==> config.mk <==
export PLATFORM = sky130hd
export DESIGN_NAME = contact_presence_table_top
export DESIGN_NICKNAME = d
export VERILOG_FILES = /design/src/design/cpt_pkg.sv /design/src/design/cpt_front.sv /design/src/design/cpt_back.sv /design/src/design/contact_presence_table_top.sv
export SDC_FILE = /design/constraint.sdc
export NUM_CORES = 2
export LEC_CHECK = 0
export BUFFER_PORTS_ARGS = -buffer_cell sky130_fd_sc_hd__buf_2
export CAP_MARGIN = 0
export CORE_ASPECT_RATIO = 1.5
export CORE_MARGIN = 3
export CORE_UTILIZATION = 45
export DETAILED_ROUTE_END_ITERATION = 6
export PLACE_DENSITY = 0.57
export SYNTH_ARGS = -nofsm -noshare
export SYNTH_HDL_FRONTEND = slang
export SYNTH_HIERARCHICAL = 1
export SYNTH_SLANG_ARGS = --single-unit
==> constraint.sdc <==
create_clock -name clock -period 12.5 [get_ports clock]
set_clock_uncertainty 0.05 [all_clocks]
set_input_delay 0.625 -clock clock [delete_from_list [all_inputs] [get_ports clock]]
set_output_delay 0.625 -clock clock [all_outputs]
set_load 0.005 [all_outputs]
==> src/design/cpt_pkg.sv <==
package cpt_pkg;
   localparam logic [1:0] REQ_TOUCH  = 2'd0;
   localparam logic [1:0] REQ_TICK   = 2'd1;
   localparam logic [1:0] REQ_ACTIVE = 2'd2;
   localparam logic [1:0] REQ_REMOVE = 2'd3;

   localparam logic [2:0] EV_ENTER       = 3'd0;
   localparam logic [2:0] EV_CONTACT     = 3'd1;
   localparam logic [2:0] EV_LEAVE       = 3'd2;
   localparam logic [2:0] EV_ACTIVATED   = 3'd3;
   localparam logic [2:0] EV_DEACTIVATED = 3'd4;
   localparam logic [2:0] EV_DROP        = 3'd5;

   localparam logic [1:0] CSR_TYPE_MASK = 2'd0;
   localparam logic [1:0] CSR_TIMEOUT   = 2'd1;
   localparam logic [1:0] CSR_PERIOD    = 2'd2;

   typedef struct packed {
      logic [1:0]  kind;
      logic [15:0] object_id;
      logic [31:0] now;
      logic        activate_value;
   } cmd_type;
endpackage

==> src/design/cpt_front.sv <==
module cpt_front (
   input  logic                    clock,
   input  logic                    reset,
   input  logic                    in_valid,
   output logic                    in_ready,
   input  logic [1:0]              in_kind,
   input  logic [15:0]             in_object,
   input  logic [31:0]             in_type,
   input  logic [31:0]             in_now,
   input  logic                    in_act,
   input  logic [31:0]             type_mask,
   output logic                    q_valid,
   input  logic                    q_ready,
   output cpt_pkg::cmd_type        q_cmd
);
   import cpt_pkg::*;
   localparam int QD = 2;
   cmd_type q_ff [QD];
   logic [1:0] cnt_ff, cnt_in;
   logic       rd_ff, wr_ff;
   logic       keep, push, pop;

   // touches that cannot interact are dropped here
   assign keep = !(in_kind == REQ_TOUCH && (in_type & type_mask) == 32'd0);
   assign in_ready = cnt_ff != 2'(QD);
   assign push = in_valid && in_ready && keep;
   assign pop = q_valid && q_ready;
   assign q_valid = cnt_ff != 2'd0;
   assign q_cmd = q_ff[rd_ff];
   assign cnt_in = cnt_ff + {1'b0, push} - {1'b0, pop};

   always_ff @(posedge clock) begin
      if (reset) begin
         cnt_ff <= 2'd0;
         rd_ff <= 1'b0;
         wr_ff <= 1'b0;
      end else begin
         cnt_ff <= cnt_in;
         if (push) wr_ff <= !wr_ff;
         if (pop) rd_ff <= !rd_ff;
      end
      if (push) q_ff[wr_ff] <= '{in_kind, in_object, in_now, in_act};
   end

   assert property (@(posedge clock) disable iff (reset) cnt_ff <= 2'(QD))
      else $error("queue overflow");
   assert property (@(posedge clock) disable iff (reset)
      (cnt_ff == 2'(QD) && !pop) |=> cnt_ff == 2'(QD))
      else $error("queue lost entry");
   assert property (@(posedge clock) disable iff (reset)
      (cnt_ff == 2'd0) |-> !q_valid)
      else $error("empty queue valid");
endmodule

==> src/design/cpt_back.sv <==
module cpt_back #(
   parameter int TABLE_DEPTH = 16,
   parameter int OBJECT_ID_BITS = 16
) (
   input  logic              clock,
   input  logic              reset,
   input  logic              q_valid,
   output logic              q_ready,
   input  cpt_pkg::cmd_type  q_cmd,
   input  logic [15:0]       timeout_ticks,
   input  logic [15:0]       period_ticks,
   output logic              out_valid,
   input  logic              out_ready,
   output logic [2:0]        out_code,
   output logic [15:0]       out_object,
   output logic              out_last
);
   import cpt_pkg::*;
   localparam int IW = $clog2(TABLE_DEPTH);
   localparam int CW = $clog2(TABLE_DEPTH + 1);
   localparam logic [2:0] S_IDLE = 3'd0, S_TOUCH = 3'd1, S_TICK = 3'd2,
      S_SHIFT = 3'd3, S_DEACT = 3'd4, S_REMOVE = 3'd5, S_EMIT = 3'd6;

   logic [OBJECT_ID_BITS-1:0] obj_ff [TABLE_DEPTH];
   logic [31:0] exp_ff [TABLE_DEPTH];
   logic [31:0] due_ff [TABLE_DEPTH];
   logic [2:0]  st_ff;
   logic [CW-1:0] cnt_ff, idx_ff, sh_ff;
   logic        act_ff, pend_ff;
   logic [2:0]  pcode_ff;
   logic [15:0] pobj_ff;
   cmd_type     cmd_ff;
   logic        ov_ff, last_ff;
   logic [2:0]  code_ff;
   logic [15:0] eobj_ff;
   logic [OBJECT_ID_BITS-1:0] key;
   logic [IW-1:0] ix, sx;
   logic [OBJECT_ID_BITS-1:0] cur_obj;
   logic [31:0] cur_exp, cur_due;
   logic [31:0] exp_diff, con_diff;
   logic        at_end, exp_due, con_due;
   logic        free, emit, ov_in;

   assign key = OBJECT_ID_BITS'(cmd_ff.object_id);
   assign ix = idx_ff[IW-1:0];
   assign sx = sh_ff[IW-1:0];
   assign cur_obj = obj_ff[ix];
   assign cur_exp = exp_ff[ix];
   assign cur_due = due_ff[ix];
   assign at_end = idx_ff >= cnt_ff;
   assign exp_diff = cmd_ff.now - cur_exp;
   assign con_diff = cmd_ff.now - cur_due;
   assign exp_due = !exp_diff[31];
   assign con_due = !con_diff[31];
   assign q_ready = st_ff == S_IDLE;
   assign out_valid = ov_ff;
   assign out_code = code_ff;
   assign out_object = eobj_ff;
   assign out_last = last_ff;
   assign free = !ov_ff || out_ready;

   always_comb begin
      emit = 1'b0;
      unique case (st_ff)
         S_TOUCH: emit = at_end && free;
         S_TICK: emit = free && pend_ff && (at_end || exp_due || con_due);
         S_DEACT, S_EMIT: emit = free;
         default: emit = 1'b0;
      endcase
   end

   assign ov_in = emit || (ov_ff && !out_ready);

   always_ff @(posedge clock) begin
      if (reset) begin
         st_ff <= S_IDLE;
         cnt_ff <= '0;
         act_ff <= 1'b1;
         ov_ff <= 1'b0;
      end else begin
         ov_ff <= ov_in;
         unique case (st_ff)
            S_IDLE: if (q_valid) begin
               cmd_ff <= q_cmd;
               idx_ff <= '0;
               pend_ff <= 1'b0;
               unique case (q_cmd.kind)
                  REQ_TOUCH: st_ff <= act_ff ? S_TOUCH : S_IDLE;
                  REQ_TICK: st_ff <= S_TICK;
                  REQ_ACTIVE: if (q_cmd.activate_value != act_ff) begin
                     act_ff <= q_cmd.activate_value;
                     if (q_cmd.activate_value) st_ff <= S_EMIT;
                     else st_ff <= S_DEACT;
                  end
                  REQ_REMOVE: st_ff <= S_REMOVE;
                  default: st_ff <= S_IDLE;
               endcase
            end
            S_TOUCH: begin
               if (at_end) begin
                  if (free) begin
                     eobj_ff <= 16'(key);
                     last_ff <= 1'b1; st_ff <= S_IDLE;
                     if (cnt_ff == CW'(TABLE_DEPTH)) code_ff <= EV_DROP;
                     else begin
                        code_ff <= EV_ENTER;
                        obj_ff[cnt_ff[IW-1:0]] <= key;
                        exp_ff[cnt_ff[IW-1:0]] <= cmd_ff.now + 32'(timeout_ticks);
                        due_ff[cnt_ff[IW-1:0]] <= cmd_ff.now + 32'(period_ticks);
                        cnt_ff <= cnt_ff + 1'b1;
                     end
                  end
               end else if (cur_obj == key) begin
                  exp_ff[ix] <= cmd_ff.now + 32'(timeout_ticks);
                  st_ff <= S_IDLE;
               end else idx_ff <= idx_ff + 1'b1;
            end
            S_TICK: if (free) begin
               if (at_end) begin
                  if (pend_ff) begin
                     code_ff <= pcode_ff; eobj_ff <= pobj_ff; last_ff <= 1'b1;
                  end
                  st_ff <= S_IDLE;
               end else begin
                  // hold the newest event until the next one shows whether it is last
                  if (exp_due || con_due) begin
                     if (pend_ff) begin
                        code_ff <= pcode_ff; eobj_ff <= pobj_ff; last_ff <= 1'b0;
                     end
                     pend_ff <= 1'b1;
                     pcode_ff <= exp_due ? EV_LEAVE : EV_CONTACT;
                     pobj_ff <= 16'(cur_obj);
                  end
                  if (exp_due) begin
                     sh_ff <= idx_ff; st_ff <= S_SHIFT;
                  end else begin
                     if (con_due) due_ff[ix] <= cmd_ff.now + 32'(period_ticks);
                     idx_ff <= idx_ff + 1'b1;
                  end
               end
            end
            S_SHIFT, S_REMOVE: begin
               if (st_ff == S_REMOVE && !at_end && cur_obj != key) begin
                  idx_ff <= idx_ff + 1'b1;
               end else if (st_ff == S_REMOVE && at_end) begin
                  st_ff <= S_IDLE;
               end else begin
                  if (st_ff == S_REMOVE) begin sh_ff <= idx_ff; st_ff <= S_SHIFT; end
                  else if (sh_ff + 1'b1 < cnt_ff) begin
                     obj_ff[sx] <= obj_ff[IW'(sh_ff + 1'b1)];
                     exp_ff[sx] <= exp_ff[IW'(sh_ff + 1'b1)];
                     due_ff[sx] <= due_ff[IW'(sh_ff + 1'b1)];
                     sh_ff <= sh_ff + 1'b1;
                  end else begin
                     cnt_ff <= cnt_ff - 1'b1;
                     st_ff <= (cmd_ff.kind == REQ_TICK) ? S_TICK : S_IDLE;
                  end
               end
            end
            S_DEACT: if (free) begin
               if (cnt_ff != '0) begin
                  code_ff <= EV_LEAVE;
                  eobj_ff <= 16'(obj_ff[IW'(cnt_ff - 1'b1)]);
                  last_ff <= 1'b0;
                  cnt_ff <= cnt_ff - 1'b1;
               end else begin
                  code_ff <= EV_DEACTIVATED; eobj_ff <= '0; last_ff <= 1'b1;
                  st_ff <= S_IDLE;
               end
            end
            S_EMIT: if (free) begin
               code_ff <= EV_ACTIVATED; eobj_ff <= '0; last_ff <= 1'b1;
               st_ff <= S_IDLE;
            end
            default: st_ff <= S_IDLE;
         endcase
      end
   end

   assert property (@(posedge clock) disable iff (reset) cnt_ff <= CW'(TABLE_DEPTH))
      else $error("count beyond depth");
   assert property (@(posedge clock) disable iff (reset)
      (ov_ff && !out_ready) |=> (ov_ff && $stable(code_ff) && $stable(eobj_ff)))
      else $error("result changed while stalled");
   assert property (@(posedge clock) disable iff (reset)
      (q_ready && q_valid) |=> st_ff != S_IDLE || $stable(cnt_ff))
      else $error("idle changed count");
endmodule

==> src/design/contact_presence_table_top.sv <==
// an activation, or a touch on an empty table, passes the front queue, the command
// register and the result register; touch and remove search one entry a cycle; while
// the output is not stalled, deactivation gives one leave a cycle and a tick walks one
// entry a cycle; each removal shifts the table one entry a cycle
// the table engine takes one transaction at a time, with a 2-deep queue ahead
// reset: synchronous, active high; table empty, active, registers at defaults
module contact_presence_table_top #(
   parameter int TABLE_DEPTH = 16,
   parameter int OBJECT_ID_BITS = 16
) (
   input  logic        clock,
   input  logic        reset,
   input  logic        s_axis_tvalid,
   output logic        s_axis_tready,
   input  logic [1:0]  s_axis_tuser,  // req_type
   input  logic [87:0] s_axis_tdata,  // object_id, object_type, now, activate_value, pad
   output logic        m_axis_tvalid,
   input  logic        m_axis_tready,
   output logic [23:0] m_axis_tdata,  // event_code, event_object, pad
   output logic        m_axis_tlast,
   input  logic        csr_we,
   input  logic [1:0]  csr_index,
   input  logic [31:0] csr_wdata
);
   import cpt_pkg::*;
   logic [31:0] mask_ff;
   logic [15:0] tmo_ff, per_ff;
   logic        q_valid, q_ready;
   cmd_type     q_cmd;
   logic [2:0]  code;
   logic [15:0] eobj;

   always_ff @(posedge clock) begin
      if (reset) begin
         mask_ff <= '1; tmo_ff <= 16'd250; per_ff <= 16'd250;
      end else if (csr_we) begin
         unique case (csr_index)
            CSR_TYPE_MASK: mask_ff <= csr_wdata;
            CSR_TIMEOUT: tmo_ff <= csr_wdata[15:0];
            CSR_PERIOD: per_ff <= csr_wdata[15:0];
            default: ;
         endcase
      end
   end

   cpt_front u_front (
      .clock, .reset, .in_valid(s_axis_tvalid), .in_ready(s_axis_tready),
      .in_kind(s_axis_tuser), .in_object(s_axis_tdata[15:0]),
      .in_type(s_axis_tdata[47:16]), .in_now(s_axis_tdata[79:48]),
      .in_act(s_axis_tdata[80]), .type_mask(mask_ff),
      .q_valid, .q_ready, .q_cmd
   );

   cpt_back #(.TABLE_DEPTH(TABLE_DEPTH), .OBJECT_ID_BITS(OBJECT_ID_BITS)) u_back (
      .clock, .reset, .q_valid, .q_ready, .q_cmd,
      .timeout_ticks(tmo_ff), .period_ticks(per_ff),
      .out_valid(m_axis_tvalid), .out_ready(m_axis_tready),
      .out_code(code), .out_object(eobj), .out_last(m_axis_tlast)
   );

   assign m_axis_tdata = {5'd0, eobj, code};
endmodule
After elaboration in Yosys (flattened, before gate mapping)
Memories as Yosys holds them, arrays and structs flattened. A register that Yosys moved wholly into a read port is not among the register bits.
Index checks and enable logic that the tools add are counted.
W data, S select, Z words.
{"block": "op_classes", "add_sub_neg": 10, "order_cmp": 2, "eq_ne": 44, "mux": 130, "bitwise": 3, "n_reduce_logical": 56}
{"operator": "$mux W16", "count": 10}
{"operator": "$mux W32", "count": 4}
{"operator": "$reduce_or A32 Y1", "count": 4}
{"operator": "$mux W5", "count": 23}
{"operator": "$mux W3", "count": 24}
{"operator": "$add A32 B16 Y32", "count": 2}
{"operator": "$pmux W16 S4", "count": 1}
{"operator": "$sub A32 B32 Y32", "count": 2}
{"operator": "$mux W1", "count": 48}
{"operator": "$and A32 B32 Y32", "count": 1}
{"operator": "$logic_not A32 Y1", "count": 1}
{"operator": "$mux W4", "count": 8}
{"operator": "$pmux W3 S4", "count": 2}
{"operator": "$ne A2 B1 Y1 const B", "count": 11}
{"operator": "$ne A2 B2 Y1 const B", "count": 11}
{"operator": "$pmux W5 S4", "count": 1}
{"operator": "$pmux W3 S6", "count": 1}
{"operator": "$reduce_and A9 Y1", "count": 2}
{"operator": "$eq A16 B16 Y1", "count": 1}
{"operator": "$ne A16 B16 Y1", "count": 1}
{"operator": "$reduce_and A8 Y1", "count": 2}
{"operator": "$reduce_or A16 Y1", "count": 1}
{"operator": "$add A5 B1 Y5 const B", "count": 3}
{"operator": "$pmux W5 S3", "count": 1}
{"operator": "39 further kinds", "count": 80}
{"block": "word_totals", "ff_bits": 178, "ramBits": 1382, "word_cells": 270, "n_memories": 4}
{"name": "u_back.due_ff", "words": 16, "word_bits": 32, "read_ports": 2, "rd_clocked_by_memory_dff": 1, "wr": 1, "line_no": "cpt_back.sv:26", "text": "logic [31:0] due_ff [TABLE_DEPTH];"}
{"name": "u_back.exp_ff", "words": 16, "word_bits": 32, "read_ports": 2, "rd_clocked_by_memory_dff": 1, "wr": 1, "line_no": "cpt_back.sv:25", "text": "logic [31:0] exp_ff [TABLE_DEPTH];"}
{"name": "u_back.obj_ff", "words": 16, "word_bits": 16, "read_ports": 3, "rd_clocked_by_memory_dff": 1, "wr": 1, "line_no": "cpt_back.sv:24", "text": "logic [OBJECT_ID_BITS-1:0] obj_ff [TABLE_DEPTH];"}
{"name": "u_front.q_ff", "words": 2, "word_bits": 51, "read_ports": 1, "rd_clocked_by_memory_dff": 1, "wr": 1, "line_no": "cpt_front.sv:18", "text": "cmd_type q_ff [QD];"}

Logic depth before layout (Yosys ltp)
{"block": "logic_depth", "ltp_word": 11, "ltp_mapped": 22, "depth_no_buf": 15}

Modules after synthesis
The synthesis kept the hierarchy.
{"module": "cpt_back", "n_inst": 1, "cells_each": 3684, "area_per_inst_um2": 69411.6, "seq_area_each_um2": 41690.0}
{"module": "cpt_front", "n_inst": 1, "cells_each": 209, "area_per_inst_um2": 4102.7, "seq_area_each_um2": 3163.0}
{"module": "contact_presence_table_top", "n_inst": 1, "cells_each": 263, "area_per_inst_um2": 2606.2, "seq_area_each_um2": 1281.2}

Worst setup path after synthesis
OpenSTA, ideal clock, no wires.
{"block": "synth_timing", "path_kind": "register to register", "startpoint": "reg with a tool-made name", "endpoint": "mem u_back.due_ff[4][0] (enable)", "setup_time_ps": 513, "arrival_time_ps": 8656, "slack_ps": 3281, "stages_incl_launch_ff": 23, "path_buffers": 7, "synth_period_minus_slack_ps": 9219, "cell_sequence": "dfxtp_1 > buf_6 > buf_6 > buf_2 > buf_2 > buf_1 > buf_1 > clkbuf_1 > mux4_2 > mux4_2 > inv_1 > ha_1 > a211oi_1 > o21ai_0 > o221ai_1 > nand2_1 > nor3_2 > xor2_2 > inv_2 > nor3_4 > mux2i_1 > nor2_1 > nor4b_1"}
{"element": "end: declaration", "line_no": "cpt_back.sv:26"}

==> out/summary.log <==
INFO  sta            timing.final.crit_period=8.63ns
INFO  clocking       tritoncts_num_sinks=1564
INFO  synthesis      number_of_flip_flops_and_latches_in_the_synthesized_netlist=1564
INFO  sta            hold_violations=0
INFO  clocking       cts_hold_buf=57
INFO  synthesis      yosys_warnings=6
INFO  synthesis      number_of_synthesized_flops_with_an_enable_pin=1481
INFO  worst_setup_path timing.critical_path.arrival=9.00ns
INFO  power_and_ir_drop powerDensity=203nW/um2
INFO  worst_setup_path cp.required=12.87ns
INFO  synthesis      synth.yosys.seq_area_share=60.6%
INFO  routing        route.detailed.drc=0
INFO  worst_setup_path critPathSlowestCell=sky130_fd_sc_hd__nor4_2
INFO  place          place.port_buffers=143
INFO  sta            slew_headroom=14.1%
INFO  worst_setup_path worstSetupEndpointType=register
INFO  die            design.portCount=156
INFO  cells_and_area fill_cells=13584
INFO  power_and_ir_drop leakage_dissipation=27.4nW
INFO  cells_and_area drive_above_1_share=33.4%
INFO  worst_setup_path critical-path-max-stage-delay=0.92ns
INFO  clocking       tritoncts_buffer_count=155
INFO  die            num_rows=184
INFO  clocking       tritoncts_clock_tree=yes
INFO  cells_and_area layout.core_utilization=50.8%
INFO  global_routing wire_length_of_the_first_global_routing_pass=318mm
INFO  global_routing grt_overflow_total=0
INFO  routing        post_drt_via_cell_ratio=6.37
INFO  global_routing groute.usage.overall=25.7%
INFO  worst_setup_path kind_of_launch_point_of_the_worst_setup_path=register
INFO  synthesis      ys.flop_type=sky130_fd_sc_hd__edfxtp_1
INFO  die            die_span_x=342um
INFO  routing        drt-initial-drc-count=3944
INFO  synthesis      syn_area_per_cell=18.3um2
INFO  die            floorplan.die_area=174000um2
INFO  routing        route.vias.total=42866
INFO  global_routing antenna_found_initial=3
INFO  clocking       clock_path_buffers=3
INFO  cells_and_area final-instance-count-excl-fill=6727
INFO  sta            hold_ws=0.0500ns
INFO  die            initial_utilization=45.4%
INFO  clocking       post_cts_setup_repair_bufs=0
INFO  global_routing grt_start_max_net_pins=111
INFO  sta            post-route-period-util=69.0%
INFO  worst_setup_path path_cells=buf_12, mux4_2, mux4_2, inv_1, ha_1, nand4_1, nor4bb_1, nand2_1, nor3_1, nor4_1, a2111oi_4, nor3_4, mux2_2, a221o_1, nor4_2, buf_4
INFO  clocking       cts_resized=0
INFO  clocking       cts.reportedPaths.clkPinSlew=0.06ns
INFO  sta            final.setup.tns=0ns
INFO  synthesis      synthArstFlopShare=0%
INFO  place          gpl.final_weighted_congestion=0.836
INFO  outcome        outcome=completed
INFO  global_routing grt_pass1_vias=44468
INFO  cells_and_area flow.area_growth_from_synthesis=12.1%
INFO  power_and_ir_drop report.power.total=17.3mW
INFO  sta            drv_slew=0
INFO  clocking       clk-insertion-delay-late=0.81ns
INFO  worst_hold_path hold_path.class=input port to register
INFO  routing        drt-wirelength-per-cell=33.1um
INFO  worst_setup_path path_common_cell=sky130_fd_sc_hd__mux4_2
INFO  synthesis      synth_cell_types=86
INFO  routing        antenna_violating_nets_post_route=0
INFO  die            die_y=510um
INFO  sta            finalSetupViolations=0
INFO  place          dp_cells=6385
INFO  sta            rsz0062_at_grt=no
INFO  synthesis      netlist_area=76100um2
INFO  place          place_hpwl=135mm
INFO  worst_setup_path critPathMaxFanout=75
INFO  die            core=168000um2
INFO  clocking       cts_htree_levels=4
INFO  routing        drt-pass1-iter-count=7
INFO  clocking       cts.root.buffer_cell=sky130_fd_sc_hd__clkbuf_16
INFO  routing        totalWireLength=223mm
INFO  power_and_ir_drop vdd_ir_drop_max=163uV
INFO  job            drv_cap=0
INFO  worst_setup_path worstSetupPathType=register to register
INFO  cells_and_area finish.net_count=4605
INFO  sta            worst-slew-pin-transition=1.28ns
INFO  sta            max_freq=0.116GHz
INFO  synthesis      cells_after_synthesis=4156
[routing by layer]
layer	GRT usage, %	routed length [um]	up-vias
li1	-	-	17766
met1	31.0	81700	23090
met2	45.9	119000	1597
met3	3.22	11400	411
met4	11.9	10700	2
met5	0	13	-
[cell families (layout without fill, tap and decap cells)]
group | count (synthesis) | after routing | synth area share, %
other | 1 | 6 | 0.00493
adder cells (fa/ha/maj) | 109 | 109 | 1.81
AND/OR/NAND/NOR | 685 | 685 | 4.23
buffers and inverters | 377 | 711 | 2.09
multiplexers | 1003 | 1003 | 27.4
AO/OA/AOI/OAI | 329 | 329 | 2.79
XOR/XNOR | 88 | 88 | 1.03
flip-flops | 1564 | 1564 | 60.6
[critical path, delay by kind of cell (launching register included)]
kind | cells | cell delay, ns
simple gates | 7 | 2.79
buf+inv | 3 | 1.46
mux | 3 | 1.39
compound gates | 2 | 1.21
flops | 1 | 0.90
fa+ha+maj | 1 | 0.18
[flip-flops by register name, indices dropped and copies added, names as in the netlist, 16 cells and up, named ones only]
signal             count
u_back/out_object     16
per_ff                16
u_back/exp_ff        512
u_back/obj_ff        256
tmo_ff                16
mask_ff               32
u_back/due_ff        512
u_front/q_ff         102
u_back/cmd_ff         34
u_back/key            16
u_back/pobj_ff        16
[final cells by class]
class	instances	area (um2)	share of cell area, %
Multi-Input combinational cell	2219	28800	33.7
Antenna cell	1	2.50	0.00293
Clock buffer	200	4080	4.78
Tap cell	2232	2790	3.27
Sequential cell	1564	46200	54.1
Clock inverter	84	823	0.965
Inverter	96	360	0.422
Timing Repair Buffer	331	2330	2.74
[cells in the mapped netlist, types with 4 or more instances]
| library cell | n | share of area (%) |
|---|---|---|
| sky130_fd_sc_hd__a211oi_1 | 10 | 0.099 |
| sky130_fd_sc_hd__a21boi_0 | 10 | 0.099 |
| sky130_fd_sc_hd__a21o_1 | 21 | 0.21 |
| sky130_fd_sc_hd__a21oi_1 | 80 | 0.53 |
| sky130_fd_sc_hd__a221oi_1 | 5 | 0.058 |
| sky130_fd_sc_hd__a22oi_1 | 13 | 0.13 |
| sky130_fd_sc_hd__a31oi_1 | 13 | 0.11 |
| sky130_fd_sc_hd__a32oi_1 | 18 | 0.21 |
| sky130_fd_sc_hd__and2_1 | 18 | 0.15 |
| sky130_fd_sc_hd__and3_1 | 7 | 0.058 |
| sky130_fd_sc_hd__buf_1 | 70 | 0.35 |
| sky130_fd_sc_hd__buf_2 | 20 | 0.13 |
| sky130_fd_sc_hd__buf_4 | 10 | 0.099 |
| sky130_fd_sc_hd__buf_6 | 11 | 0.16 |
| sky130_fd_sc_hd__clkbuf_1 | 168 | 0.83 |
| sky130_fd_sc_hd__dfxtp_1 | 83 | 2.2 |
| sky130_fd_sc_hd__edfxtp_1 | 1481 | 58 |
| sky130_fd_sc_hd__ha_1 | 107 | 1.8 |
| sky130_fd_sc_hd__inv_1 | 93 | 0.46 |
| sky130_fd_sc_hd__mux2_2 | 59 | 0.87 |
| sky130_fd_sc_hd__mux2i_1 | 84 | 1.1 |
| sky130_fd_sc_hd__mux4_2 | 859 | 25 |
| sky130_fd_sc_hd__nand2_1 | 244 | 1.2 |
| sky130_fd_sc_hd__nand2b_1 | 46 | 0.38 |
| sky130_fd_sc_hd__nand3_1 | 55 | 0.36 |
| sky130_fd_sc_hd__nand3b_1 | 19 | 0.19 |
| sky130_fd_sc_hd__nand4_1 | 19 | 0.16 |
| sky130_fd_sc_hd__nor2_1 | 187 | 0.92 |
| sky130_fd_sc_hd__nor2b_1 | 22 | 0.18 |
| sky130_fd_sc_hd__nor3_1 | 26 | 0.17 |
| sky130_fd_sc_hd__nor3b_1 | 8 | 0.079 |
| sky130_fd_sc_hd__nor4_1 | 5 | 0.041 |
| sky130_fd_sc_hd__o21a_1 | 8 | 0.079 |
| sky130_fd_sc_hd__o21ai_0 | 95 | 0.62 |
| sky130_fd_sc_hd__o31ai_1 | 9 | 0.089 |
| sky130_fd_sc_hd__or3_1 | 4 | 0.033 |
| sky130_fd_sc_hd__xnor2_1 | 47 | 0.54 |
| sky130_fd_sc_hd__xor2_1 | 39 | 0.45 |
[path summary, 6_finish.rpt]
check	start	endpoint	slack, ns	cells past startpoint
setup reg to reg	register	u_back/due_ff[10][24]	3.87	16
hold reg to reg	tmo_ff[8]	tmo_ff[8]	0.43	2
hold / removal	csr_wdata[26]	mask_ff[26]	0.05	3
setup / recovery	register	u_back/due_ff[10][24]	3.87	16
[layout by cell type (no fill, tap or decap), drive strengths merged, types with 10 or more instances in the layout]
cell type	instances
a21o	21
nand3	55
buf	274
xnor2	48
a32oi	18
ha	107
a21boi	10
a22oi	13
o21ai	96
edfxtp	1481
inv	104
clkbuf	200
nand2b	46
a211oi	10
nand4	19
a31oi	13
dfxtp	83
bufinv	11
nand2	244
mux2	59
dlygate4sd3	57
nor2	187
clkinv	58
and2	18
mux4	860
nor2b	22
mux2i	84
nor3	29
nand3b	19
xor2	40
a21oi	82
[power by group]
| group | switching [mW] | internal [mW] | total, mW |
|---|---|---|---|
| Clock | 2.03 | 2.55 | 4.58 |
| Combinational | 3.27 | 2.61 | 5.89 |
| Sequential | 0.367 | 6.46 | 6.83 |
| Total | 5.67 | 11.6 | 17.3 |
[per-stage QoR]
stage                     cell area [um2]  worst slack, ns
after floorplan                     76100             3.28
after global placement              79900             3.82
after detailed placement            79900             3.85
after CTS                           85300             3.75
after global routing                85300             3.49
final                               85300             3.87
Power figures use the tool's default switching activity.
